**src/hw/rtl/hrhs_pkg.sv**
```systemverilog
// shared constants, codes and name-table helpers for the http request header scanner
`default_nettype none

package hrhs_pkg;

   // header length limit and derived byte counter width
   localparam int HEADER_MAX = 8192;
   localparam int BYTE_CNT_W = $clog2(HEADER_MAX);

   // field widths
   localparam int DATA_W     = 8;
   localparam int LEN13_W    = 13;
   localparam int BODY_W     = 19;
   localparam int STATUS_W   = 2;
   localparam int CSR_IDX_W  = 1;
   localparam int CSR_DATA_W = 19;

   // register indexes
   localparam logic [CSR_IDX_W-1:0] CSR_BODY_LIMIT = 1'd0;
   localparam logic [CSR_IDX_W-1:0] CSR_EXTRA_CAP  = 1'd1;

   // register reset values
   localparam logic [BODY_W-1:0]  BODY_LIMIT_RST = 19'd262144;
   localparam logic [LEN13_W-1:0] EXTRA_CAP_RST  = 13'd2048;

   // status codes
   localparam logic [STATUS_W-1:0] STATUS_OK        = 2'd0;
   localparam logic [STATUS_W-1:0] STATUS_HDR_LONG  = 2'd1;
   localparam logic [STATUS_W-1:0] STATUS_BODY_BIG  = 2'd2;
   localparam logic [STATUS_W-1:0] STATUS_EXTRA_OVF = 2'd3;

   // parser phase codes
   localparam logic [1:0] PH_REQ  = 2'd0;
   localparam logic [1:0] PH_HDR  = 2'd1;
   localparam logic [1:0] PH_STOP = 2'd2;

   // content-length value parse codes
   localparam logic [1:0] LP_NONE  = 2'd0;
   localparam logic [1:0] LP_BLANK = 2'd1;
   localparam logic [1:0] LP_DIGIT = 2'd2;
   localparam logic [1:0] LP_DONE  = 2'd3;

   // character codes
   localparam logic [DATA_W-1:0] CH_CR    = 8'h0D;
   localparam logic [DATA_W-1:0] CH_LF    = 8'h0A;
   localparam logic [DATA_W-1:0] CH_SPACE = 8'h20;
   localparam logic [DATA_W-1:0] CH_TAB   = 8'h09;
   localparam logic [DATA_W-1:0] CH_ZERO  = 8'h30;
   localparam logic [DATA_W-1:0] CH_NINE  = 8'h39;
   localparam logic [DATA_W-1:0] CH_UP_A  = 8'h41;
   localparam logic [DATA_W-1:0] CH_UP_Z  = 8'h5A;

   // dropped header names, lower case; content-length sits first
   localparam int NAME_COUNT   = 6;
   localparam int NAME_LEN_MAX = 18;
   localparam int CL_INDEX     = 0;
   localparam int POS_W        = 5;
   localparam logic [POS_W-1:0] POS_LIMIT = 5'd31;

   localparam logic [NAME_LEN_MAX*8-1:0] NAME_TEXT [NAME_COUNT] = '{
      "content-length:",
      "host:",
      "user-agent:",
      "accept:",
      "connection:",
      "transfer-encoding:"
   };

   localparam logic [POS_W-1:0] NAME_LEN [NAME_COUNT] = '{
      5'd15, 5'd5, 5'd11, 5'd7, 5'd11, 5'd18
   };

   // strings sit right-justified in the vector, first character highest
   function automatic logic [DATA_W-1:0] name_char(input int k, input logic [POS_W-1:0] p);
      int idx;
      idx = int'(NAME_LEN[k]) - 1 - int'(p);
      if (p < NAME_LEN[k]) begin
         return NAME_TEXT[k][idx*8 +: 8];
      end
      return '0;
   endfunction

   function automatic logic [DATA_W-1:0] to_lower(input logic [DATA_W-1:0] c);
      if (c >= CH_UP_A && c <= CH_UP_Z) begin
         return c + 8'd32;
      end
      return c;
   endfunction

   function automatic logic is_digit(input logic [DATA_W-1:0] c);
      return (c >= CH_ZERO) && (c <= CH_NINE);
   endfunction

endpackage

`default_nettype wire

```
**src/hw/rtl/http_request_header_scanner.sv**
```systemverilog
// top level of the http request header scanner: one byte in, one result out
//
//  channel | ports                  | direction | transfer
//  --------+------------------------+-----------+------------------------------
//  req     | req_valid/req_ready    | in        | one request byte per item
//  rsp     | rsp_valid/rsp_ready    | out       | one result item per byte
//  csr     | csr_write_en/index/data| in        | register write, no wait
//
// for every item, the byte and the parser state feed one pass of logic whose
// outcome is loaded into the result register at the same edge as the parser state
// rsp_valid rises in the cycle after a byte is accepted; a byte can be taken
// every cycle unless a result is stuck; the result register is the only buffer:
// req_ready drops only while a result waits and rsp_ready is low
// reset (synchronous, active high) clears the parser and sets the registers to
// body_limit 262144 and extra_capacity 2048
`default_nettype none

module http_request_header_scanner
   import hrhs_pkg::*;
(
   input  wire logic                  clock,
   input  wire logic                  reset,
   // configuration writes
   input  wire logic                  csr_write_en,
   input  wire logic [CSR_IDX_W-1:0]  csr_index,
   input  wire logic [CSR_DATA_W-1:0] csr_wdata,
   // request byte stream
   input  wire logic                  req_valid,
   output logic                       req_ready,
   input  wire logic                  req_start_req,
   input  wire logic [DATA_W-1:0]     req_data_byte,
   // result stream
   output logic                       rsp_valid,
   input  wire logic                  rsp_ready,
   output logic                       rsp_line_done,
   output logic                       rsp_line_keep,
   output logic [LEN13_W-1:0]         rsp_line_bytes,
   output logic                       rsp_header_done,
   output logic [LEN13_W-1:0]         rsp_header_bytes,
   output logic [BODY_W-1:0]          rsp_body_length,
   output logic [LEN13_W-1:0]         rsp_extra_bytes,
   output logic [STATUS_W-1:0]        rsp_status
);

   // configuration registers
   logic [BODY_W-1:0]  body_limit_ff;
   logic [LEN13_W-1:0] extra_cap_ff;

   // parser state
   logic [1:0]            phase_ff,       phase_in;
   logic [1:0]            term_prog_ff,   term_prog_in;
   logic [BYTE_CNT_W-1:0] byte_cnt_ff,    byte_cnt_in;
   logic [LEN13_W-1:0]    line_size_ff,   line_size_in;
   logic                  last_cr_ff,     last_cr_in;
   logic [NAME_COUNT-1:0] prefix_alive_ff, prefix_alive_in;
   logic [POS_W-1:0]      prefix_pos_ff,  prefix_pos_in;
   logic [1:0]            len_phase_ff,   len_phase_in;
   logic [BODY_W-1:0]     len_value_ff,   len_value_in;
   logic [LEN13_W-1:0]    fwd_cnt_ff,     fwd_cnt_in;
   logic                  overflow_ff,    overflow_in;
   logic [STATUS_W-1:0]   status_ff,      status_in;

   // result register
   logic                  rsp_valid_ff,   rsp_valid_in;
   logic                  line_done_ff,   line_done_in;
   logic                  line_keep_ff,   line_keep_in;
   logic [LEN13_W-1:0]    line_bytes_ff,  line_bytes_in;
   logic                  hdr_done_ff,    hdr_done_in;
   logic [LEN13_W-1:0]    hdr_bytes_ff,   hdr_bytes_in;

   // per-byte working values
   logic                  req_accept;
   logic [DATA_W-1:0]     lc_byte;
   logic [2:0]            term_next;
   logic [BODY_W-1:0]     len_cap;
   logic [BODY_W+3:0]     len_mac;
   logic [LEN13_W-1:0]    line_net;
   logic [LEN13_W+1:0]    fwd_sum;
   logic                  line_drop;
   logic                  bc_limit;

   assign req_accept = req_valid && req_ready;
   // the result register parts the two sides: take a byte unless a result is stuck
   assign req_ready  = !rsp_valid_ff || rsp_ready;

   // ---------------------------------------------------------------------------
   // configuration port
   // ---------------------------------------------------------------------------
   always_ff @(posedge clock) begin
      if (reset) begin
         body_limit_ff <= BODY_LIMIT_RST;
         extra_cap_ff  <= EXTRA_CAP_RST;
      end else if (csr_write_en) begin
         unique case (csr_index)
            CSR_BODY_LIMIT: body_limit_ff <= csr_wdata;
            CSR_EXTRA_CAP:  extra_cap_ff  <= csr_wdata[LEN13_W-1:0];
            default: ;
         endcase
      end
   end

   // saturation point of the length digits: one past the limit, capped at 19 bits
   assign len_cap = (body_limit_ff == '1) ? '1 : body_limit_ff + 1'b1;
   assign lc_byte = to_lower(req_data_byte);

   // ---------------------------------------------------------------------------
   // single pass over one byte
   // ---------------------------------------------------------------------------
   always_comb begin
      // start of a request clears the parser before the byte is looked at
      phase_in        = req_start_req ? PH_REQ  : phase_ff;
      term_prog_in    = req_start_req ? 2'd0    : term_prog_ff;
      byte_cnt_in     = req_start_req ? '0      : byte_cnt_ff;
      line_size_in    = req_start_req ? '0      : line_size_ff;
      last_cr_in      = req_start_req ? 1'b0    : last_cr_ff;
      prefix_alive_in = req_start_req ? '1      : prefix_alive_ff;
      prefix_pos_in   = req_start_req ? '0      : prefix_pos_ff;
      len_phase_in    = req_start_req ? LP_NONE : len_phase_ff;
      len_value_in    = req_start_req ? '0      : len_value_ff;
      fwd_cnt_in      = req_start_req ? '0      : fwd_cnt_ff;
      overflow_in     = req_start_req ? 1'b0    : overflow_ff;
      status_in       = req_start_req ? STATUS_OK : status_ff;

      line_done_in  = 1'b0;
      line_keep_in  = 1'b0;
      line_bytes_in = '0;
      hdr_done_in   = 1'b0;
      hdr_bytes_in  = '0;

      term_next = 3'd0;
      len_mac   = '0;
      line_net  = '0;
      fwd_sum   = '0;
      line_drop = 1'b0;
      bc_limit  = 1'b0;

      if (phase_in == PH_REQ || phase_in == PH_HDR) begin
         byte_cnt_in = byte_cnt_in + 1'b1;

         // blank-line terminator tracking
         if (req_data_byte == CH_CR) begin
            term_next = (term_prog_in == 2'd2) ? 3'd3 : 3'd1;
         end else if (req_data_byte == CH_LF && term_prog_in == 2'd1) begin
            term_next = 3'd2;
         end else if (req_data_byte == CH_LF && term_prog_in == 2'd3) begin
            term_next = 3'd4;
         end

         // content-length value: skip blanks, then accumulate digits
         if (phase_in == PH_HDR) begin
            len_mac = (BODY_W+4)'({len_value_in, 3'b000})
                    + (BODY_W+4)'({len_value_in, 1'b0})
                    + (BODY_W+4)'(req_data_byte - CH_ZERO);
            if (len_phase_in == LP_BLANK) begin
               if (is_digit(req_data_byte)) begin
                  len_value_in = BODY_W'(req_data_byte - CH_ZERO);
                  len_phase_in = LP_DIGIT;
               end else if (req_data_byte != CH_SPACE && req_data_byte != CH_TAB) begin
                  len_phase_in = LP_DONE;
               end
            end else if (len_phase_in == LP_DIGIT) begin
               if (is_digit(req_data_byte)) begin
                  len_value_in = (len_mac > (BODY_W+4)'(len_cap)) ? len_cap
                                                                  : len_mac[BODY_W-1:0];
               end else begin
                  len_phase_in = LP_DONE;
               end
            end
         end

         if (req_data_byte == CH_LF) begin
            // end of line: report it unless it closes the request line
            if (phase_in == PH_HDR) begin
               line_net  = line_size_in - LEN13_W'(last_cr_in && line_size_in != '0);
               line_drop = (line_net == '0);
               for (int k = 0; k < NAME_COUNT; k++) begin
                  if (prefix_alive_in[k] && prefix_pos_in >= NAME_LEN[k]) begin
                     line_drop = 1'b1;
                  end
               end
               line_done_in  = 1'b1;
               line_bytes_in = line_net;
               line_keep_in  = !line_drop;
               fwd_sum = (LEN13_W+2)'(fwd_cnt_in) + (LEN13_W+2)'(line_net)
                       + (LEN13_W+2)'(2);
               if (!line_drop && !overflow_in) begin
                  if (fwd_sum >= (LEN13_W+2)'(extra_cap_ff)) begin
                     overflow_in = 1'b1;
                  end else begin
                     fwd_cnt_in = fwd_sum[LEN13_W-1:0];
                  end
               end
            end
            phase_in        = PH_HDR;
            line_size_in    = '0;
            last_cr_in      = 1'b0;
            prefix_alive_in = '1;
            prefix_pos_in   = '0;
         end else begin
            // prefix match against the dropped names
            if (phase_in == PH_HDR && prefix_pos_in < POS_LIMIT) begin
               for (int k = 0; k < NAME_COUNT; k++) begin
                  if (prefix_pos_in < NAME_LEN[k] && lc_byte != name_char(k, prefix_pos_in)) begin
                     prefix_alive_in[k] = 1'b0;
                  end
               end
               if (len_phase_in == LP_NONE && prefix_pos_in == NAME_LEN[CL_INDEX] - 1'b1 &&
                   prefix_alive_in[CL_INDEX]) begin
                  len_phase_in = LP_BLANK;
               end
               prefix_pos_in = prefix_pos_in + 1'b1;
            end
            if (line_size_in != '1) begin
               line_size_in = line_size_in + 1'b1;
            end
            last_cr_in = (req_data_byte == CH_CR);
         end

         // header end, length limit, or overflow shows in the status
         bc_limit = (byte_cnt_in >= BYTE_CNT_W'(HEADER_MAX - 1));
         if (term_next == 3'd4) begin
            hdr_done_in  = 1'b1;
            hdr_bytes_in = LEN13_W'(byte_cnt_in);
            if (len_value_in > body_limit_ff) begin
               status_in = STATUS_BODY_BIG;
            end else if (overflow_in) begin
               status_in = STATUS_EXTRA_OVF;
            end else begin
               status_in = STATUS_OK;
            end
            phase_in = PH_STOP;
         end else if (bc_limit) begin
            status_in = STATUS_HDR_LONG;
            phase_in  = PH_STOP;
         end else if (overflow_in) begin
            status_in = STATUS_EXTRA_OVF;
         end
         // progress four only occurs with the stop, so two bits are kept
         term_prog_in = term_next[1:0];
      end
   end

   // ---------------------------------------------------------------------------
   // state and result registers
   // ---------------------------------------------------------------------------
   always_ff @(posedge clock) begin
      if (reset) begin
         phase_ff        <= PH_REQ;
         term_prog_ff    <= 2'd0;
         byte_cnt_ff     <= '0;
         line_size_ff    <= '0;
         last_cr_ff      <= 1'b0;
         prefix_alive_ff <= '1;
         prefix_pos_ff   <= '0;
         len_phase_ff    <= LP_NONE;
         len_value_ff    <= '0;
         fwd_cnt_ff      <= '0;
         overflow_ff     <= 1'b0;
         status_ff       <= STATUS_OK;
      end else if (req_accept) begin
         phase_ff        <= phase_in;
         term_prog_ff    <= term_prog_in;
         byte_cnt_ff     <= byte_cnt_in;
         line_size_ff    <= line_size_in;
         last_cr_ff      <= last_cr_in;
         prefix_alive_ff <= prefix_alive_in;
         prefix_pos_ff   <= prefix_pos_in;
         len_phase_ff    <= len_phase_in;
         len_value_ff    <= len_value_in;
         fwd_cnt_ff      <= fwd_cnt_in;
         overflow_ff     <= overflow_in;
         status_ff       <= status_in;
      end
   end

   // result valid: set by an accepted byte, cleared once the result is taken
   assign rsp_valid_in = req_accept || (rsp_valid_ff && !rsp_ready);

   always_ff @(posedge clock) begin
      if (reset) begin
         rsp_valid_ff <= 1'b0;
      end else begin
         rsp_valid_ff <= rsp_valid_in;
      end
   end

   // per-line and per-header fields of the result item
   always_ff @(posedge clock) begin
      if (req_accept) begin
         line_done_ff  <= line_done_in;
         line_keep_ff  <= line_keep_in;
         line_bytes_ff <= line_bytes_in;
         hdr_done_ff   <= hdr_done_in;
         hdr_bytes_ff  <= hdr_bytes_in;
      end
   end

   assign rsp_valid        = rsp_valid_ff;
   assign rsp_line_done    = line_done_ff;
   assign rsp_line_keep    = line_keep_ff;
   assign rsp_line_bytes   = line_bytes_ff;
   assign rsp_header_done  = hdr_done_ff;
   assign rsp_header_bytes = hdr_bytes_ff;
   // running values come straight from the parser state, which changes only on accept
   assign rsp_body_length  = len_value_ff;
   assign rsp_extra_bytes  = fwd_cnt_ff;
   assign rsp_status       = status_ff;

endmodule

`default_nettype wire

```
**config.mk**
```make
export PLATFORM = sky130hd
export DESIGN_NAME = http_request_header_scanner
export DESIGN_NICKNAME = d
export VERILOG_FILES = /design/src/hw/rtl/hrhs_pkg.sv /design/src/hw/rtl/http_request_header_scanner.sv
export SDC_FILE = /design/constraint.sdc
export NUM_CORES = 1
export LEC_CHECK = 0
export ABC_AREA = 1
export BUFFER_PORTS_ARGS = -buffer_cell sky130_fd_sc_hd__buf_2
export CAP_MARGIN = 30
export CORE_AREA = 2 2 172 174
export CTS_BUF_LIST = sky130_fd_sc_hd__clkbuf_2
export DETAILED_ROUTE_END_ITERATION = 6
export DIE_AREA = 0 0 174 176
export GPL_TIMING_DRIVEN = 1
export PLACE_DENSITY = 0.77
export SLEW_MARGIN = 20
export SYNTH_ARGS = -nofsm -noshare
export SYNTH_HDL_FRONTEND = slang
export SYNTH_SLANG_ARGS = --single-unit
```
**constraint.sdc**
```tcl
create_clock -name clock -period 16.27 [get_ports clock]
set_input_delay 0.8135 -clock clock [delete_from_list [all_inputs] [get_ports clock]]
set_output_delay 0.8135 -clock clock [all_outputs]
set_load 0.02 [all_outputs]
```
==> results.txt <==
The total of fill cells in the finished design came out at 2962. The insertion delay to the later sink of the worst-skew pair is 0.77 ns. The post-synthesis cell area came out at 0.0143 mm2. The worst hold path endpoint is extra_cap_ff[11]. The remaining number of nets flagged by the antenna check after routing is 0. The clock root buffer is sky130_fd_sc_hd__clkbuf_2. The relative max-transition margin came out at 33.6%. For this run, the total global-route usage over all layers was measured as 28.3%. The share of async-settable or async-resettable flops after synthesis came out at 0%. The maximum number of pins on one net before global-route repair came out at 72.

The initial utilization of the core area, before any placement, comes to 49.9%. The post-CTS setup-driven buffer insertion count is 0. The path class of the tightest hold or removal check is in2reg. The layout-stage area growth over the synthesis result is 6.66%. The cell area power density is 59.8 mW/mm2. STA classifies the critical path startpoint as an input pin. The final weighted congestion in routability-driven placement is 0.950.

The worst reg2reg path startpoint is rsp_body_length[2]. In this run the deepest clock path goes through 2 buffers. The number of failing hold endpoints at the final stage came to 0.

Yosys printed 0 warnings. The detailed-placement wirelength estimate is 33800 um. The vertical die dimension is 176 um.

The number of antenna violations at the first check in global routing came out at 1. For this design, the slowest cell found on the critical path is sky130_fd_sc_hd__nand3_1. After floorplanning, the core was divided into 62 placement rows. The worst hold path begins at csr_wdata[11]. The standby leakage power is 7.99 nW. The maximum cell stage delay along the critical path is 0.76 ns.

The most used flip-flop cell after synthesis is sky130_fd_sc_hd__dfxtp_1. The hold-fix buffer count after cts is 0. The number of flip-flops and latches in the synthesized netlist is 141. The share of final-layout standard cells stronger than drive strength 1 came out at 9.11%. The multi-input gate area in the final layout came out at 0.00959 mm2. The number of buffers created by CTS is 17. The worst endpoint required time is 16.96 ns.

The final net count is 2478. For this design, the sink count on the clock tree is 141. The synthesized net count came out at 2423. The number of pins with negative max-slew slack in the final report is 0. The final sum of negative setup slack came out at 0 ns. At the pin with the least slew margin, the transition time is 0.991 ns. After technology mapping, the gate count stands at 2247.

The count of cells along the worst register-to-register path came out at 38. The number of setup violations in the final report came out at 0. The portion of the post-synthesis area used by sequential elements came out at 21.8%.

The clock input transition at the sequential cells of the worst setup and hold paths came out at 0.21 ns. The number of global-route vias before repair is 14000. The maximum clock rate came out at 0.134 GHz. Yosys mapped a number of flops with a built-in enable equal to 29. At the worst endpoint, the arrival time is 8.13 ns. Among the stages of the critical path, the cell type that occurs most often is sky130_fd_sc_hd__nand2_1. The detailed router's first-iteration violation count came out at 1347. The critical path launch point is req_start_req. In this run the mean area of a mapped cell was 6.34 um2. In this run the register-to-register setup slack is 8.99 ns.

The DRC violations left is 2. The routed layout has 15200 vias. The final setup skew is 0.0370 ns.

The number of optimization iterations in the first detailed-route pass is 7. The number of buffers added on ports came out at 98. The largest fanout on the critical path came out at 54.

Setup repair after global routing left no endpoint under its margin. The routed design could run at a clock period as short as 7.44 ns. The final reports fail on design-rule violations. The flow ran to the end, but the final reports show violations. The number of top-level pins is 99. The setup path with the least slack is of type in2reg. The number of resized instances in the post-cts repair step came out at 0.

The tool flagged a number of max-cap violations equal to 0. The placeable core region came out at 0.0285 mm2. The TritonCTS clock tree is done. The first-pass GRT wire length came out at 70700 um.

The aggregate routed wire length is 43800 um. The maximum level of the CTS H-tree is 4. The endpoint identified for the worst register-to-register timing path is rsp_status[0]. After layout, the worst path uses 45.8% of the clock period. The wire length per cell after detailed routing came out at 16.2 um. In this run the horizontal extent of the chip is 174 um. The register area came out at 0.00311 mm2. The residual overflow from global routing is 0.

The worst voltage drop across the vdd grid came out at 0.0416 mV. The number of cells on the worst hold path is 3. Counting distinct cell types in the post-synthesis netlist gives 61. The worst-case hold slack came out at 0.288 ns. The die covers 0.0306 mm2. The per-cell via count in the routed design came out at 5.62.

The element type at the critical path end is a flip-flop.
## layer usage
| metal | vias up | part of all wire [%] | wire [um] | global-route usage [%] |
|---|---|---|---|---|
| met4 | 0 | 2.9 | 1260 | 9.84 |
| li1 | 7473 | - | - | - |
| met3 | 85 | 7.0 | 3060 | 4.03 |
| met5 | - | 0 | 0 | 0 |
| met2 | 568 | 47 | 20500 | 48.1 |
| met1 | 7050 | 43 | 19000 | 36.8 |
## cell usage in the layout (no fill, tap or decap), types with 5 or more instances in the layout
cell	instances
sky130_fd_sc_hd__xnor2_1	12
sky130_fd_sc_hd__inv_1	300
sky130_fd_sc_hd__nand3_1	175
sky130_fd_sc_hd__nor3_1	28
sky130_fd_sc_hd__nand3b_1	5
sky130_fd_sc_hd__o21ai_1	8
sky130_fd_sc_hd__a21oi_1	200
sky130_fd_sc_hd__nor2_4	6
sky130_fd_sc_hd__nand4_1	40
sky130_fd_sc_hd__or2_2	6
sky130_fd_sc_hd__nor4_1	14
sky130_fd_sc_hd__ha_1	123
sky130_fd_sc_hd__fa_1	19
sky130_fd_sc_hd__nand3_2	5
sky130_fd_sc_hd__buf_2	98
sky130_fd_sc_hd__clkbuf_2	17
sky130_fd_sc_hd__nor2_1	207
sky130_fd_sc_hd__dfxtp_1	112
sky130_fd_sc_hd__nor2_2	11
sky130_fd_sc_hd__nand2_1	573
sky130_fd_sc_hd__a221oi_1	5
sky130_fd_sc_hd__a31oi_1	7
sky130_fd_sc_hd__o22ai_1	5
sky130_fd_sc_hd__o21ai_0	129
sky130_fd_sc_hd__clkinv_1	7
sky130_fd_sc_hd__inv_2	11
sky130_fd_sc_hd__nand2_2	15
sky130_fd_sc_hd__xor2_1	62
sky130_fd_sc_hd__a211oi_1	5
sky130_fd_sc_hd__buf_4	10
sky130_fd_sc_hd__edfxtp_1	29
sky130_fd_sc_hd__o211ai_1	15
## kinds of logic (layout without fill, tap and decap cells)
family / after synthesis / count (layout) / share of synthesized area [%]
xor+xnor: 75 / 75 / 4.74
buf+inv: 389 / 457 / 10.9
compound gates: 403 / 403 / 15.5
flops: 141 / 141 / 21.8
simple gates: 1097 / 1097 / 33.5
fa+ha+maj: 142 / 142 / 13.5
other cells: 0 / 1 / 0
## worst max-delay path by stage
stage / to / slack, ns / depth (start not counted)
floorplan: rsp_status[0] / 9.28 / 37
global placement: rsp_status[0] / 8.36 / 34
detailed placement: rsp_status[0] / 8.19 / 36
CTS: rsp_status[0] / 9.02 / 36
global route: rsp_status[0] / 8.18 / 40
finish: rsp_status[0] / 8.83 / 38
## registers in the layout, summed over array words and instances (netlist names), 6 cells and up
name              cells
extra_cap_ff         13
rsp_extra_bytes      13
line_size_ff         13
byte_cnt_ff          13
rsp_body_length      19
rsp_header_bytes     13
prefix_alive_ff       6
body_limit_ff        19
rsp_line_bytes       13
## worst max-delay path: cells and delay by family
family,cells,cell delay (ns)
adders and majority gates,4,1.45
xor gates and xnor gates,1,0.25
buffers and inverters,6,1.17
and+or+nand+nor,15,2.32
AOI/OAI and AO/OA,12,2.07
## power breakdown
group / total, mW / internal, mW / switching [mW] / leakage, nW
Combinational: 0.297 / 0.0943 / 0.203 / 6.63
Clock: 0.224 / 0.0855 / 0.139 / 0.150
Sequential: 0.387 / 0.375 / 0.0123 / 1.21
Total: 0.909 / 0.555 / 0.354 / 7.99
## cells in the mapped netlist (all sizes together), types with 29 or more instances
library cell / number / area, um2
buf: 30 / 201
clkbuf: 42 / 158
dfxtp: 112 / 2240
nand3: 180 / 926
o21ai: 141 / 721
nand4: 42 / 275
edfxtp: 29 / 871
a21oi: 203 / 1030
nor3: 32 / 186
inv: 312 / 1180
ha: 123 / 1540
nand2: 590 / 2270
nor2: 225 / 933
xor2: 63 / 571
## area by class of cell
type                    instances  area share [%]
diodes                          1          0.0165
clock buffers                  17           0.560
clock inverters                15            1.13
inverters                     317            7.86
multi-input cells            1717            63.1
flip-flops and latches        141            20.5
well taps                     384            3.16
repair buffers                108            3.72
## per-stage QoR
stage          instances  total power [mW]  util (%)  instance area, um2  setup WS [ns]
6_report            2700             0.909      53.2               15200           8.83
5_1_grt             2700             0.965      53.2               15200           8.18
4_1_cts             2699             0.908      53.2               15200           9.02
3_5_place_dp        2667             0.685      52.3               14900           8.19
3_3_place_gp        2667             0.678      52.3               14900           8.36
2_1_floorplan       2247             0.607         -               14300           9.28
(Power assumes the default switching activity.)
